**config.mk**
```make
export PLATFORM = sky130hd
export DESIGN_NAME = small_lockset_cam_top
export DESIGN_NICKNAME = d
export VERILOG_FILES = /design/src/sv/slc_pkg.sv /design/src/sv/slc_lane.sv /design/src/sv/slc_merge.sv /design/src/sv/small_lockset_cam_top.sv
export SDC_FILE = /design/constraint.sdc
export NUM_CORES = 1
export LEC_CHECK = 0
export BUFFER_PORTS_ARGS = -buffer_cell sky130_fd_sc_hd__buf_4
export CAP_MARGIN = 30
export CELL_PAD_IN_SITES_DETAIL_PLACEMENT = 1
export CELL_PAD_IN_SITES_GLOBAL_PLACEMENT = 1
export CORE_ASPECT_RATIO = 1.25
export CORE_UTILIZATION = 30
export DETAILED_ROUTE_END_ITERATION = 10
export PLACE_DENSITY_LB_ADDON = 0.1
export SLEW_MARGIN = 30
export SYNTH_ARGS = -nofsm -noshare
export SYNTH_HDL_FRONTEND = slang
export SYNTH_SLANG_ARGS = --single-unit
```
**constraint.sdc**
```tcl
create_clock -name i_clk -period 14.45 [get_ports i_clk]
set_clock_uncertainty 0.05 [all_clocks]
set_input_delay 4.335 -clock i_clk [delete_from_list [all_inputs] [get_ports i_clk]]
set_output_delay 4.335 -clock i_clk [all_outputs]
set_load 0.005 [all_outputs]
```
**src/sv/slc_pkg.sv**
```systemverilog
// shared constants, types and codes for the lock set cam
package slc_pkg;

    localparam int CAPACITY    = 4;
    localparam int OTHER_SLOTS = 4;
    localparam int LOCK_W      = 64;
    localparam int KIND_W      = 2;
    localparam int STATUS_W    = 2;
    localparam int OTH_CNT_W   = 3;
    localparam int CNT_W       = $clog2(CAPACITY + 1);
    localparam int IDX_W       = (CAPACITY > 1) ? $clog2(CAPACITY) : 1;

    typedef logic [LOCK_W-1:0]             t_lock;
    typedef t_lock [OTHER_SLOTS-1:0]       t_other_set;
    typedef logic [CNT_W-1:0]              t_count;

    typedef enum logic [KIND_W-1:0] {
        KIND_ADD    = 2'd0,
        KIND_REMOVE = 2'd1,
        KIND_COMMON = 2'd2,
        KIND_SUBSET = 2'd3
    } t_kind;

    typedef enum logic [STATUS_W-1:0] {
        ST_OK      = 2'd0,
        ST_FULL    = 2'd1,
        ST_MISSING = 2'd2
    } t_status;

    // what one lane found for its stored entry
    typedef struct packed {
        logic id_hit;
        logic in_other;
    } t_lane_hit;

    typedef t_lane_hit [CAPACITY-1:0] t_lane_hits;

    // store update and result from the merge stage
    typedef struct packed {
        logic                add_en;
        logic [CAPACITY-1:0] shift;
        t_count              next_count;
        logic                answer;
        t_status             status;
    } t_merge_out;

endpackage

```
**src/sv/slc_lane.sv**
```systemverilog
// one lane: compares a stored entry against the item's id and the other set
module slc_lane
    import slc_pkg::*;
(
    input  t_lock                  i_entry,
    input  t_lock                  i_lock_id,
    input  t_other_set             i_other,
    input  logic [OTHER_SLOTS-1:0] i_other_vld,
    output t_lane_hit              o_hit
);

    logic [OTHER_SLOTS-1:0] w_oth_eq;

    always_comb begin
        for (int j = 0; j < OTHER_SLOTS; j++) begin
            w_oth_eq[j] = i_other_vld[j] && (i_other[j] == i_entry);
        end
        o_hit.id_hit   = (i_entry == i_lock_id);
        o_hit.in_other = |w_oth_eq;
    end

endmodule

```
**src/sv/slc_merge.sv**
```systemverilog
// merges lane results into the answer, status and store update
module slc_merge
    import slc_pkg::*;
(
    input  t_lane_hits        i_hits,
    input  t_count            i_count,
    input  logic [KIND_W-1:0] i_kind,
    output t_merge_out        o_res
);

    logic [CAPACITY-1:0] w_vld;
    logic [CAPACITY-1:0] w_id_hit;
    logic [CAPACITY-1:0] w_in_oth;
    logic [CAPACITY-1:0] w_after_hit;
    logic                w_full;
    logic                w_found;

    always_comb begin
        for (int i = 0; i < CAPACITY; i++) begin
            w_vld[i]    = (t_count'(i) < i_count);
            w_id_hit[i] = w_vld[i] && i_hits[i].id_hit;
            w_in_oth[i] = i_hits[i].in_other;
        end
        // entries above the first match move down one place, overwriting the matched entry
        w_after_hit[0] = w_id_hit[0];
        for (int i = 1; i < CAPACITY; i++) begin
            w_after_hit[i] = w_after_hit[i-1] || w_id_hit[i];
        end
        w_full  = (i_count >= t_count'(CAPACITY));
        w_found = |w_id_hit;
    end

    always_comb begin
        o_res.add_en     = 1'b0;
        o_res.shift      = '0;
        o_res.next_count = i_count;
        o_res.answer     = 1'b0;
        o_res.status     = ST_OK;
        case (t_kind'(i_kind))
            KIND_ADD: begin
                if (w_full) begin
                    o_res.status = ST_FULL;
                end else begin
                    o_res.add_en     = 1'b1;
                    o_res.next_count = i_count + t_count'(1);
                end
            end
            KIND_REMOVE: begin
                if (w_found) begin
                    o_res.shift      = w_after_hit;
                    o_res.next_count = i_count - t_count'(1);
                end else begin
                    o_res.status = ST_MISSING;
                end
            end
            KIND_COMMON: begin
                o_res.answer = |(w_vld & w_in_oth);
            end
            KIND_SUBSET: begin
                o_res.answer = &(~w_vld | w_in_oth);
            end
            default: begin
                o_res.answer = 1'b0;
            end
        endcase
    end

endmodule

```
**src/sv/small_lockset_cam_top.sv**
```systemverilog
// a result is registered and appears in the cycle after its input transfer
// throughput: one item per cycle while results are taken; a held result blocks input
// every item is handled in the cycle of its transfer by one lane per stored entry
// reset clears the held count and the output valid; stored ids are not cleared
// top level: lock store, lanes, merge stage and output register
module small_lockset_cam_top
    import slc_pkg::*;
(
    input  logic                  i_clk,
    input  logic                  i_rst_n,
    input  logic                  i_valid,
    output logic                  o_stall,
    input  logic [KIND_W-1:0]     i_kind,
    input  logic [LOCK_W-1:0]     i_lock_id,
    input  logic [OTH_CNT_W-1:0]  i_other_count,
    input  logic [LOCK_W-1:0]     i_other_lock_0,
    input  logic [LOCK_W-1:0]     i_other_lock_1,
    input  logic [LOCK_W-1:0]     i_other_lock_2,
    input  logic [LOCK_W-1:0]     i_other_lock_3,
    output logic                  o_valid,
    input  logic                  i_stall,
    output logic                  o_answer,
    output logic [STATUS_W-1:0]   o_status,
    output logic [CNT_W-1:0]      o_held_count
);

    t_lock                  r_store [CAPACITY];
    t_lock                  n_store [CAPACITY];
    t_lock                  w_up    [CAPACITY];
    t_count                 r_count;
    logic                   r_out_valid;
    logic                   r_answer;
    t_status                r_status;
    t_count                 r_held;
    logic                   w_in_acc;
    t_other_set             w_other;
    logic [OTHER_SLOTS-1:0] w_other_vld;
    t_lane_hits             w_hits;
    t_merge_out             w_res;

    assign o_stall  = r_out_valid && i_stall;
    assign w_in_acc = i_valid && !o_stall;

    assign w_other[0] = i_other_lock_0;
    assign w_other[1] = i_other_lock_1;
    assign w_other[2] = i_other_lock_2;
    assign w_other[3] = i_other_lock_3;

    // a count above the slot number simply makes every slot valid
    always_comb begin
        for (int j = 0; j < OTHER_SLOTS; j++) begin
            w_other_vld[j] = (i_other_count > OTH_CNT_W'(j));
        end
    end

    for (genvar g = 0; g < CAPACITY; g++) begin : g_lane
        slc_lane u_lane (
            .i_entry     (r_store[g]),
            .i_lock_id   (i_lock_id),
            .i_other     (w_other),
            .i_other_vld (w_other_vld),
            .o_hit       (w_hits[g])
        );
        if (g < CAPACITY - 1) begin : g_up
            assign w_up[g] = r_store[g+1];
        end else begin : g_last
            assign w_up[g] = r_store[g];
        end
    end

    slc_merge u_merge (
        .i_hits  (w_hits),
        .i_count (r_count),
        .i_kind  (i_kind),
        .o_res   (w_res)
    );

    always_comb begin
        for (int i = 0; i < CAPACITY; i++) begin
            n_store[i] = w_res.shift[i] ? w_up[i] : r_store[i];
            if (w_res.add_en && (r_count[IDX_W-1:0] == IDX_W'(i))) begin
                n_store[i] = i_lock_id;
            end
        end
    end

    always_ff @(posedge i_clk) begin
        if (!i_rst_n) begin
            r_count     <= '0;
            r_out_valid <= 1'b0;
        end else begin
            if (w_in_acc) begin
                r_count     <= w_res.next_count;
                r_out_valid <= 1'b1;
            end else if (!i_stall) begin
                r_out_valid <= 1'b0;
            end
        end
    end

    always_ff @(posedge i_clk) begin
        if (w_in_acc) begin
            r_store  <= n_store;
            r_answer <= w_res.answer;
            r_status <= w_res.status;
            r_held   <= w_res.next_count;
        end
    end

    assign o_valid      = r_out_valid;
    assign o_answer     = r_answer;
    assign o_status     = r_status;
    assign o_held_count = r_held;

`ifndef SYNTHESIS
    a_count_range: assert property (@(posedge i_clk) disable iff (!i_rst_n)
        r_count <= t_count'(CAPACITY))
        else $error("held count above capacity");

    a_full_add: assert property (@(posedge i_clk) disable iff (!i_rst_n)
        w_in_acc && (i_kind == KIND_ADD) && (r_count == t_count'(CAPACITY))
        |=> (r_status == ST_FULL) && $stable(r_count))
        else $error("add to full set changed the set");

    a_remove_count: assert property (@(posedge i_clk) disable iff (!i_rst_n)
        w_in_acc && (i_kind == KIND_REMOVE)
        |=> (r_status == ST_MISSING) == (r_count == $past(r_count)))
        else $error("remove status and count disagree");

    a_held_match: assert property (@(posedge i_clk) disable iff (!i_rst_n)
        r_out_valid |-> (r_held == r_count))
        else $error("reported count differs from held count");
`endif

endmodule
```
== After elaboration in Yosys (flattened, before gate mapping) ==
Cells that the tools add are included.

* Bits in registers: 266
* Logic and storage cells: 113

* Add/subtract/negate cells: 2
* $lt $le $gt $ge: 9
* Equal/unequal tests: 27
* Muxes and demuxes: 18
* Bitwise logic cells: 3
* Reductions and logical operators: 45

{| class="wikitable"
|+ Operators by type and width
! kind !! number
|-
| $eq A64 B64 Y1 || 20
|-
| $mux W64 || 6
|-
| $logic_and A1 B1 Y1 || 26
|-
| $reduce_or A4 Y1 || 6
|-
| $eq A2 B2 Y1 const B || 4
|-
| $reduce_and A2 Y1 || 4
|-
| $gt A3 B1 Y1 const B || 2
|-
| $gt A3 B2 Y1 const B || 2
|-
| $lt A1 B3 Y1 const A || 2
|-
| $lt A2 B3 Y1 const A || 2
|-
| $mux W3 || 2
|-
| $mux W6 || 1
|-
| $pmux W3 S2 || 1
|-
| $reduce_bool A2 Y1 || 3
|-
| $mux W1 || 5
|-
| $and A4 B4 Y4 || 1
|-
| $eq A2 B1 Y1 const B || 2
|-
| $logic_not A2 Y1 || 2
|-
| $not A4 Y4 || 1
|-
| $or A4 B4 Y4 || 1
|-
| $pmux W2 S2 || 1
|-
| $reduce_and A4 Y1 || 1
|-
| $add A3 B1 Y3 const B || 1
|-
| $ge A3 B3 Y1 const B || 1
|-
| 6 further kinds || 7
|}

== Longest topological paths before layout ==
Gate-level depths: netlist of the first run.

* Word-level depth: 8
* Depth in mapped cells: 10

== Hierarchy ==
From an unflattened synthesis of the first run, not the netlist that was laid out.

* Cell total of the unflattened synthesis: 2722
* Area, all modules: 27028.4 µm²

{| class="wikitable"
|+ Modules (own cells, without submodules)
! module !! instances !! cells each !! area an instance (µm²) !! seq. area each (µm²)
|-
| slc_lane || 4 || 542 || 3953.8 || 0.0
|-
| small_lockset_cam_top || 1 || 504 || 10851.7 || 7947.6
|-
| slc_merge || 1 || 50 || 361.6 || 0.0
|}

== Worst setup path after synthesis of the first run ==
Ideal clock, no wire load.

* Path kind: input-to-reg
* From: input i_lock_id[57]
* To: register r_store[128] (netlist name) (enable)
* Arrival: 8.412 ns
* Data required time: 13.914 ns
* Slack: 5.502 ns
* Stages: 9
* Path through: clkbuf_1 -> xnor2_1 -> nand4_1 -> or4_1 -> nor3_1 -> a22oi_1 -> nor2_1 -> nor2_1 -> nor2_1

* Cells in the longest elaborated chain, start to end: 7

{| class="wikitable"
|+ Ends and longest elaborated chain
! what !! line !! RTL
|-
| start: declaration || small_lockset_cam_top.sv:14 || <nowiki>input logic [LOCK_W-1:0] i_lock_id,</nowiki>
|-
| $eq A64 B64 Y1 || slc_lane.sv:18 || <nowiki>o_hit.id_hit = (i_entry == i_lock_id);</nowiki>
|-
| $logic_and A1 B1 Y1 || slc_merge.sv:21 || <nowiki>w_id_hit[i] = w_vld[i] && i_hits[i].id_hit;</nowiki>
|-
| $reduce_or A4 Y1 / $logic_or A1 B1 Y1 (equally long branches) || slc_merge.sv:30, slc_merge.sv:27 ||
|-
| $mux W6 (*) || slc_merge.sv:49 || <nowiki>if (w_found) begin</nowiki>
|-
| $mux W3 (*) || slc_merge.sv:39 || <nowiki>case (t_kind'(i_kind))</nowiki>
|-
| $reduce_bool A2 Y1 (no line) (*) || n/a ||
|-
| $reduce_and A2 Y1 (no line) (*) || n/a ||
|-
| end signal: assignment || small_lockset_cam_top.sv:103 || <nowiki>r_store <= n_store;</nowiki>
|-
| end: declaration || small_lockset_cam_top.sv:27 || <nowiki>t_lock r_store [CAPACITY];</nowiki>
|}

Every way passes the cells marked *; elsewhere a longest branch is shown, timed or not.
A chain may end at the register's enable or synchronous reset.

== Worst setup path in the final report of the first run ==
* From: input i_stall
* To: output o_stall

* Cells in the longest elaborated chain, start to end: 1

{| class="wikitable"
|+ Ends and longest elaborated chain
! what !! line !! RTL
|-
| start: declaration || small_lockset_cam_top.sv:21 || <nowiki>input logic i_stall,</nowiki>
|-
| $logic_and A1 B1 Y1 || small_lockset_cam_top.sv:41 || <nowiki>assign o_stall = r_out_valid && i_stall;</nowiki>
|-
| end: declaration || small_lockset_cam_top.sv:12 || <nowiki>output logic o_stall,</nowiki>
|}

Every way passes these cells.

==> results by group, run 1 <==
Critical path
  • Type of the worst setup path: input port to primary output
  • Register-to-register path setup slack: roughly 9000 ps
  • Required time reported for the critical path endpoint: 10060 ps
  • Number of cells on the worst reg-to-reg path: 9
  • Critical path arrival: 4770 ps
  • Setup crit end kind: primary output
  • Reg2Reg Capture Point: r_store[120]
  • Startpoint type of the worst setup path: input port
  • Startpoint of the worst-slack reg-to-reg timing path: r_store[82]
  • Maximum fanout count along the critical path: 2

Worst hold path
  • Depth of the worst hold-timing path: 2
  • Start point of the worst hold path: r_count[0]
  • Tightest Hold Check Type: flop to flop
  • End point of the worst hold path: r_count[0]

Routing
  • First-pass iteration count of the detailed router: 6
  • Average wire per standard cell: 60.3 microns
  • DRC violation count after routing: 0
  • 1st-iter DRT viols: 4403
  • Antenna-violating nets left: 0
  • Post-DR vias/cell: 6.53
  • Total number of vias: 26100
  • Total wire length: approximately 240000 microns

Floorplanning
  • Initial core utilization: a little under a third
  • Height of the die: around 330 microns
  • Floorplan row count: 121
  • Area of the die: between 80000 and 90000 sq um
  • Core Box Area: 87400 sq um
  • Num ports: between 300 and 400
  • DIE WIDTH: 268 microns

CTS
  • Number of buffers created by CTS: 34
  • Clock latency reported for the late side of the worst-skew pair: 610 ps
  • Depth of the CTS H-tree: 2
  • Number of hold-repair buffers added at the cts stage: 0
  • CTS tree: done
  • Buffer type at the clock tree root: clkbuf_16
  • Longest Clk Path Bufs: 3
  • Register clock-pin slew on the reported worst setup and hold paths: approximately 60 ps
  • Number of buffers added for setup after CTS: 0
  • Number of sinks driven by the clock tree: 266
  • Count of instances resized after the clock tree is built: 0

Layout
  • Core Util, Final: 35.3%
  • Most frequent standard cell in the layout excluding fill and tap cells: xnor2_1
  • Net count reported at finish: 3133
  • Proportion of layout cells with a drive suffix above 1: 24.5%
  • Number of fill cells: 9753
  • Highest-count cells in the layout ignoring fill and taps: xnor2_1 (678), xor2_1 (535), buf_4 (406)
  • Area Overhead vs Synth: 16.2%

Run status
  • Status: completed

Synth
  • Synthesized area divided by synthesized cell count: 9.45 sq um
  • Count of warnings emitted by yosys: 0
  • Unique cell type count in the Yosys netlist: 58
  • Sequential area share after synthesis: 30.0%
  • Count of mapped cells out of synthesis: 2808
  • Net count after synthesis: 3142
  • EDFF count, synth: ~260
  • Synth Register Bits: 266
  • Post-Syn Area: ~27000 sq um
  • Post-synthesis async set-or-reset flop share: 0%
  • Top flip-flop cell by instance count after synthesis: edfxtp_1

GRT
  • Number of global-route vias before repair: 25000
  • Initial antenna violation count: 21
  • Wire length of the first global-routing pass: 296000 microns
  • Pin count of the biggest net entering global routing: 43
  • Overall Global Routing Usage: 53.1%
  • Overflow left after global routing: 0

Timing
  • Final hold slack: 575 ps
  • Final Hold Viols: 0
  • Max-slew violations: 0
  • Minimum period implied by the final worst setup slack: 9150 ps
  • Setup violation total in the final timing report: 0
  • Accumulated negative setup slack: 0 ps
  • Headroom to the max-slew limit: roughly 18%
  • Share of the clock period used by the worst path: 63.3%
  • Min setup slack post-route: around 5300 ps
  • Achievable clock frequency: 109 MHz
  • Slew of the pin with the lowest slew margin: 1220 ps
  • Setup repair after global routing missed its margin: false

Place
  • Worst slack at placement: 5290 ps
  • Total half-perimeter wirelength after legalization and detailed placement: roughly 200000 microns
  • IO buf count: roughly 340
  • Gpl congestion: ~1.2

Flow run
  • Maximum Capacitance Violations: 0

Power
  • Pwr/cell area: around 80 nW/um^2
  • Standby leakage power: 10.3 nW
  • Worst IR drop on VDD: 0.0946 mV
metrics by stage:
step	total power, mW	cell area, sq um	instances
final	2.46	30800	4000
after CTS	2.41	30600	3988
after global routing	2.45	30800	3993
after detailed placement	1.51	29500	3927
after global placement	1.51	29400	3926
after floorplan	1.13	26500	2808
cell usage after synthesis (3+ instances only):
cell type,instances,share of area (%)
nor2b_1,5,0.12
a221oi_1,3,0.099
or4_1,5,0.14
nand2b_1,12,0.28
nor2_1,22,0.31
buf_1,30,0.42
and3_1,3,0.071
buf_2,12,0.23
clkbuf_1,413,5.8
nand3_1,28,0.53
edfxtp_1,262,30
ha_1,5,0.24
a22oi_1,5,0.14
a22o_1,5,0.17
xnor2_1,689,23
nor3_1,38,0.72
nor4_1,165,3.9
xor2_1,543,18
a2111oi_0,5,0.17
nand4_1,196,4.6
a21oi_1,9,0.17
o221ai_1,4,0.13
o21ai_0,20,0.38
inv_1,47,0.66
o2111ai_1,4,0.13
and2_1,5,0.12
mux2i_1,3,0.11
inv_2,4,0.057
nand2_1,36,0.51
dfxtp_1,4,0.30
mux2_2,178,7.6
o22ai_1,18,0.42
metal layers:
| metal | up-vias | global-route usage [%] | part of all wire (%) |
|---|---|---|---|
| li1 | 9421 | - | - |
| met1 | 13200 | 59.4 | 34 |
| met2 | 2633 | 76.4 | 41 |
| met3 | 864 | 19.3 | 12 |
| met4 | 16 | 52.5 | 13 |
| met5 | - | 0.0552 | 0.039 |
how the worst max path moves through the flow:
stage               cells past startpoint      endpoint          start  slack [ps]
floorplan                               9  r_store[128]  i_lock_id[57]        5500
global placement                       10   r_store[94]  i_lock_id[18]        5200
global route                            4       o_stall        i_stall        5260
finish                                  4       o_stall        i_stall        5300
CTS                                     4       o_stall        i_stall        5280
detailed placement                      4       o_stall        i_stall        5290
flip-flops by register name, indices dropped and copies added (netlist names):
signal / cells
r_count: 3
o_answer: 1
r_store: 256
o_status: 2
o_held_count: 3
o_valid: 1
where the power goes:
part	internal, mW	switching [mW]	leakage (nW)
registers	0.852	0.0248	2.40
logic	0.202	0.475	7.35
clock network	0.505	0.399	0.528
critical path, cell delays in order:
cell	delay (ps)
buf_4	110
nand2_1	100
inv_1	80
buf_4	140
cells by family after synthesis:
group / share of synthesized area [%]
xor gates and xnor gates: 40.7
buffers and inverters: 7.26
adders and majority gates: 0.236
AOI/OAI and AO/OA: 2.54
muxes: 7.67
DFF: 30.0
and+or+nand+nor: 11.7
cell type report:
type	count	area [sq um]	share of cell area [%]
clock inverter	14	136	0.442
multi-input combinational	2035	17000	55.1
sequential	266	7950	25.8
antenna	8	20.0	0.0649
timing repair buffer	411	3130	10.2
inverter	51	191	0.621
tap	1168	1460	4.74
clock buffer	47	963	3.13
(Power assumes the default switching activity.)
==> run 2, diff against run 1 <==
Clock period 14.45 ns to 8.6 ns, I/O delays scaled along.
==> results by group, run 2 (synthesis results as in run 1) <==
Flow run
  • Maximum Capacitance Violations: 0 (unchanged)

Worst hold path
  • Tightest Hold Check Type: flop to flop
  • Depth of the worst hold-timing path: 3 (+1)
  • Start point of the worst hold path: o_valid
  • End point of the worst hold path: o_valid

Floorplanning
  • DIE WIDTH: 268 microns (unchanged)
  • Floorplan row count: 121 (unchanged)
  • Core Box Area: 87400 sq um (unchanged)
  • Height of the die: 335 microns (unchanged)
  • Num ports: 337 (unchanged)
  • Initial core utilization: 30.4% (unchanged)
  • Area of the die: 89700 sq um (unchanged)

Critical path
  • Required time reported for the critical path endpoint: 9020 ps (-1040 ps)
  • Type of the worst setup path: input port to flop
  • Reg2Reg Capture Point: o_held_count[2]
  • Startpoint of the worst-slack reg-to-reg timing path: r_store[47]
  • Setup crit end kind: flop
  • Critical path, cell by cell: buf_4, xnor2_1, nand4_1, nor4_1, nand3_1, nor4_1, or4_1, o31ai_1, a311oi_2, o31a_1
  • Critical path arrival: 6630 ps (+1860 ps)
  • Maximum fanout count along the critical path: 4 (+2)
  • Register-to-register path setup slack: 3660 ps (-5500 ps)
  • Largest incremental delay on the critical path: 820 ps (+680 ps)
  • Number of cells on the worst reg-to-reg path: 9 (unchanged)
  • Startpoint type of the worst setup path: input port
  • Critical Path Slowest Stage Cell: nor4_1
  • Top cell by count, worst path: nor4_1

CTS
  • Clock latency reported for the late side of the worst-skew pair: 650 ps (+40 ps)
  • Count of instances resized after the clock tree is built: 0 (unchanged)
  • Number of buffers created by CTS: 31 (-8.8%)
  • Buffer type at the clock tree root: clkbuf_16
  • Number of sinks driven by the clock tree: 266 (unchanged)
  • Depth of the CTS H-tree: 1 (-1)
  • CTS tree: done
  • Number of hold-repair buffers added at the cts stage: 0 (unchanged)
  • Longest Clk Path Bufs: 3 (unchanged)
  • Number of buffers added for setup after CTS: 0 (unchanged)
  • Register clock-pin slew on the reported worst setup and hold paths: 70 ps (about the same)

Timing
  • Max-slew violations: 0 (unchanged)
  • Headroom to the max-slew limit: 18.0% (+0.053 points)
  • Min setup slack post-route: 2390 ps (-2900 ps)
  • Accumulated negative setup slack: 0 ps (unchanged)
  • Share of the clock period used by the worst path: between 70 and 80%
  • Achievable clock frequency: 161 MHz
  • Setup violation total in the final timing report: 0 (unchanged)
  • Setup repair after global routing missed its margin: false
  • Minimum period implied by the final worst setup slack: 6210 ps
  • Final hold slack: 554 ps (-20.4 ps)
  • Slew of the pin with the lowest slew margin: 1220 ps (-3.26 ps)
  • Final Hold Viols: 0 (unchanged)

GRT
  • Pin count of the biggest net entering global routing: 65 (+51%)
  • Initial antenna violation count: 32 (+52%)
  • Overflow left after global routing: 0 (unchanged)
  • Wire length of the first global-routing pass: 296000 microns (-0.28%)
  • Overall Global Routing Usage: 52.6% (-0.50 points)
  • Number of global-route vias before repair: 25700 (+2.9%)

Routing
  • Total wire length: 238000 microns (-1.1%)
  • First-pass iteration count of the detailed router: 6 (unchanged)
  • Post-DR vias/cell: 6.65 (+1.8%)
  • Average wire per standard cell: 59.7 microns (-0.99%)
  • Antenna-violating nets left: 0 (unchanged)
  • 1st-iter DRT viols: 4533 (+3.0%)
  • DRC violation count after routing: 0 (unchanged)
  • Total number of vias: 26600 (+1.6%)

Place
  • Total half-perimeter wirelength after legalization and detailed placement: 197000 microns (-2.2%)
  • Gpl congestion: 1.23 (+4.9%)
  • IO buf count: 336 (unchanged)
  • Worst slack at placement: 2120 ps (-3170 ps)

Power
  • Part of the power in combinational logic: 28.9% (+1.3 points)
  • Pwr/cell area: 129 nW/um^2 (+61%)
  • Register share of total power: 37.4% (+1.7 points)
  • Switching share of power: 36.9% (+0.32 points)
  • Power spent charging and discharging nets: 1.46 mW (+62%)
  • Standby leakage power: 10.2 nW (-1.2%)
  • Worst IR drop on VDD: 0.161 mV (+70%)
  • Clock Power Share: 33.7% (-3.1 points)
  • Overall Power: 3.94 mW (+60%)
  • Cell-internal power: 2.49 mW (+60%)

Layout
  • Number of fill cells: 9870 (+1.2%)
  • Register with the highest flop count: r_store
  • Highest-count cells in the layout ignoring fill and taps: xnor2_1 (676), xor2_1 (532), buf_4 (386)
  • Proportion of layout cells with a drive suffix above 1: 24.0% (-0.50 points)
  • Max reg flops: 256 (unchanged)
  • Area Overhead vs Synth: 15.4%
  • Footprint of the multi-input gates: 17000 sq um (about the same)
  • Sequential standard cell area: 7950 sq um (unchanged)
  • Most frequent standard cell in the layout excluding fill and tap cells: xnor2_1
  • Net count reported at finish: 3115 (-0.57%)
  • Core Util, Final: 35.1% (-0.22 points)

Run status
  • Status: completed
-- run 2: changes by cell type in the layout (fill, tap and decap cells not counted), sizes merged --
cell / delta
clkbuf: -11
clkinvlp: -2
inv: +1
buf: -14
diode: +14
clkinv: +6
-- run 2: worst max-delay path by stage --
stage | to | startpoint | cells after the start
global route | r_store[169] | i_lock_id[24] | 10
CTS | r_store[169] | i_lock_id[24] | 10
global placement | r_store[217] | i_lock_id[24] | 8
detailed placement | r_store[169] | i_lock_id[24] | 10
finish | o_answer | i_other_lock_0[61] | 10
floorplan | r_store[128] | i_lock_id[57] | 9
-- run 2: power by group through the flow --
stage                     logic [mW]  registers (mW)  clock network (mW)
final                           1.14            1.48                1.33
after global routing            1.10            1.47                1.36
after CTS                       1.03            1.47                1.34
after global placement          1.02            1.50                   0
after floorplan                0.437            1.46                   0
after detailed placement        1.03            1.50                   0
-- run 2: worst max-delay path: cells and delay by family --
family | cells | cell delay (ps)
AND/OR/NAND/NOR | 5 | 2790
AO/OA/AOI/OAI | 3 | 650
XOR/XNOR | 1 | 400
buffers and inverters | 1 | 190
-- run 2: metal layers --
metal,GRT usage (%),routed length (microns),up-vias
met4,51.0,29200,18
li1,-,-,9394
met5,0.165,115,-
met2,74.6,96300,2815
met3,22.5,30300,962
met1,58.0,82400,13400
-- run 2: cell type report --
cell class              instances  share of cell area, %
flip-flops and latches        266                   25.9
repair buffers                396                   9.94
clock inverters                19                  0.490
well taps                    1168                   4.77
diodes                         22                  0.180
clock buffers                  37                   2.61
inverters                      51                  0.625
multi-input cells            2035                   55.4
-- run 2: through the flow --
stage | cells | cell area [sq um]
2_1_floorplan | 2808 | 26500
3_3_place_gp | 3906 | 29200
3_5_place_dp | 3909 | 29400
4_1_cts | 3965 | 30300
5_1_grt | 3973 | 30600
6_report | 3994 | 30600
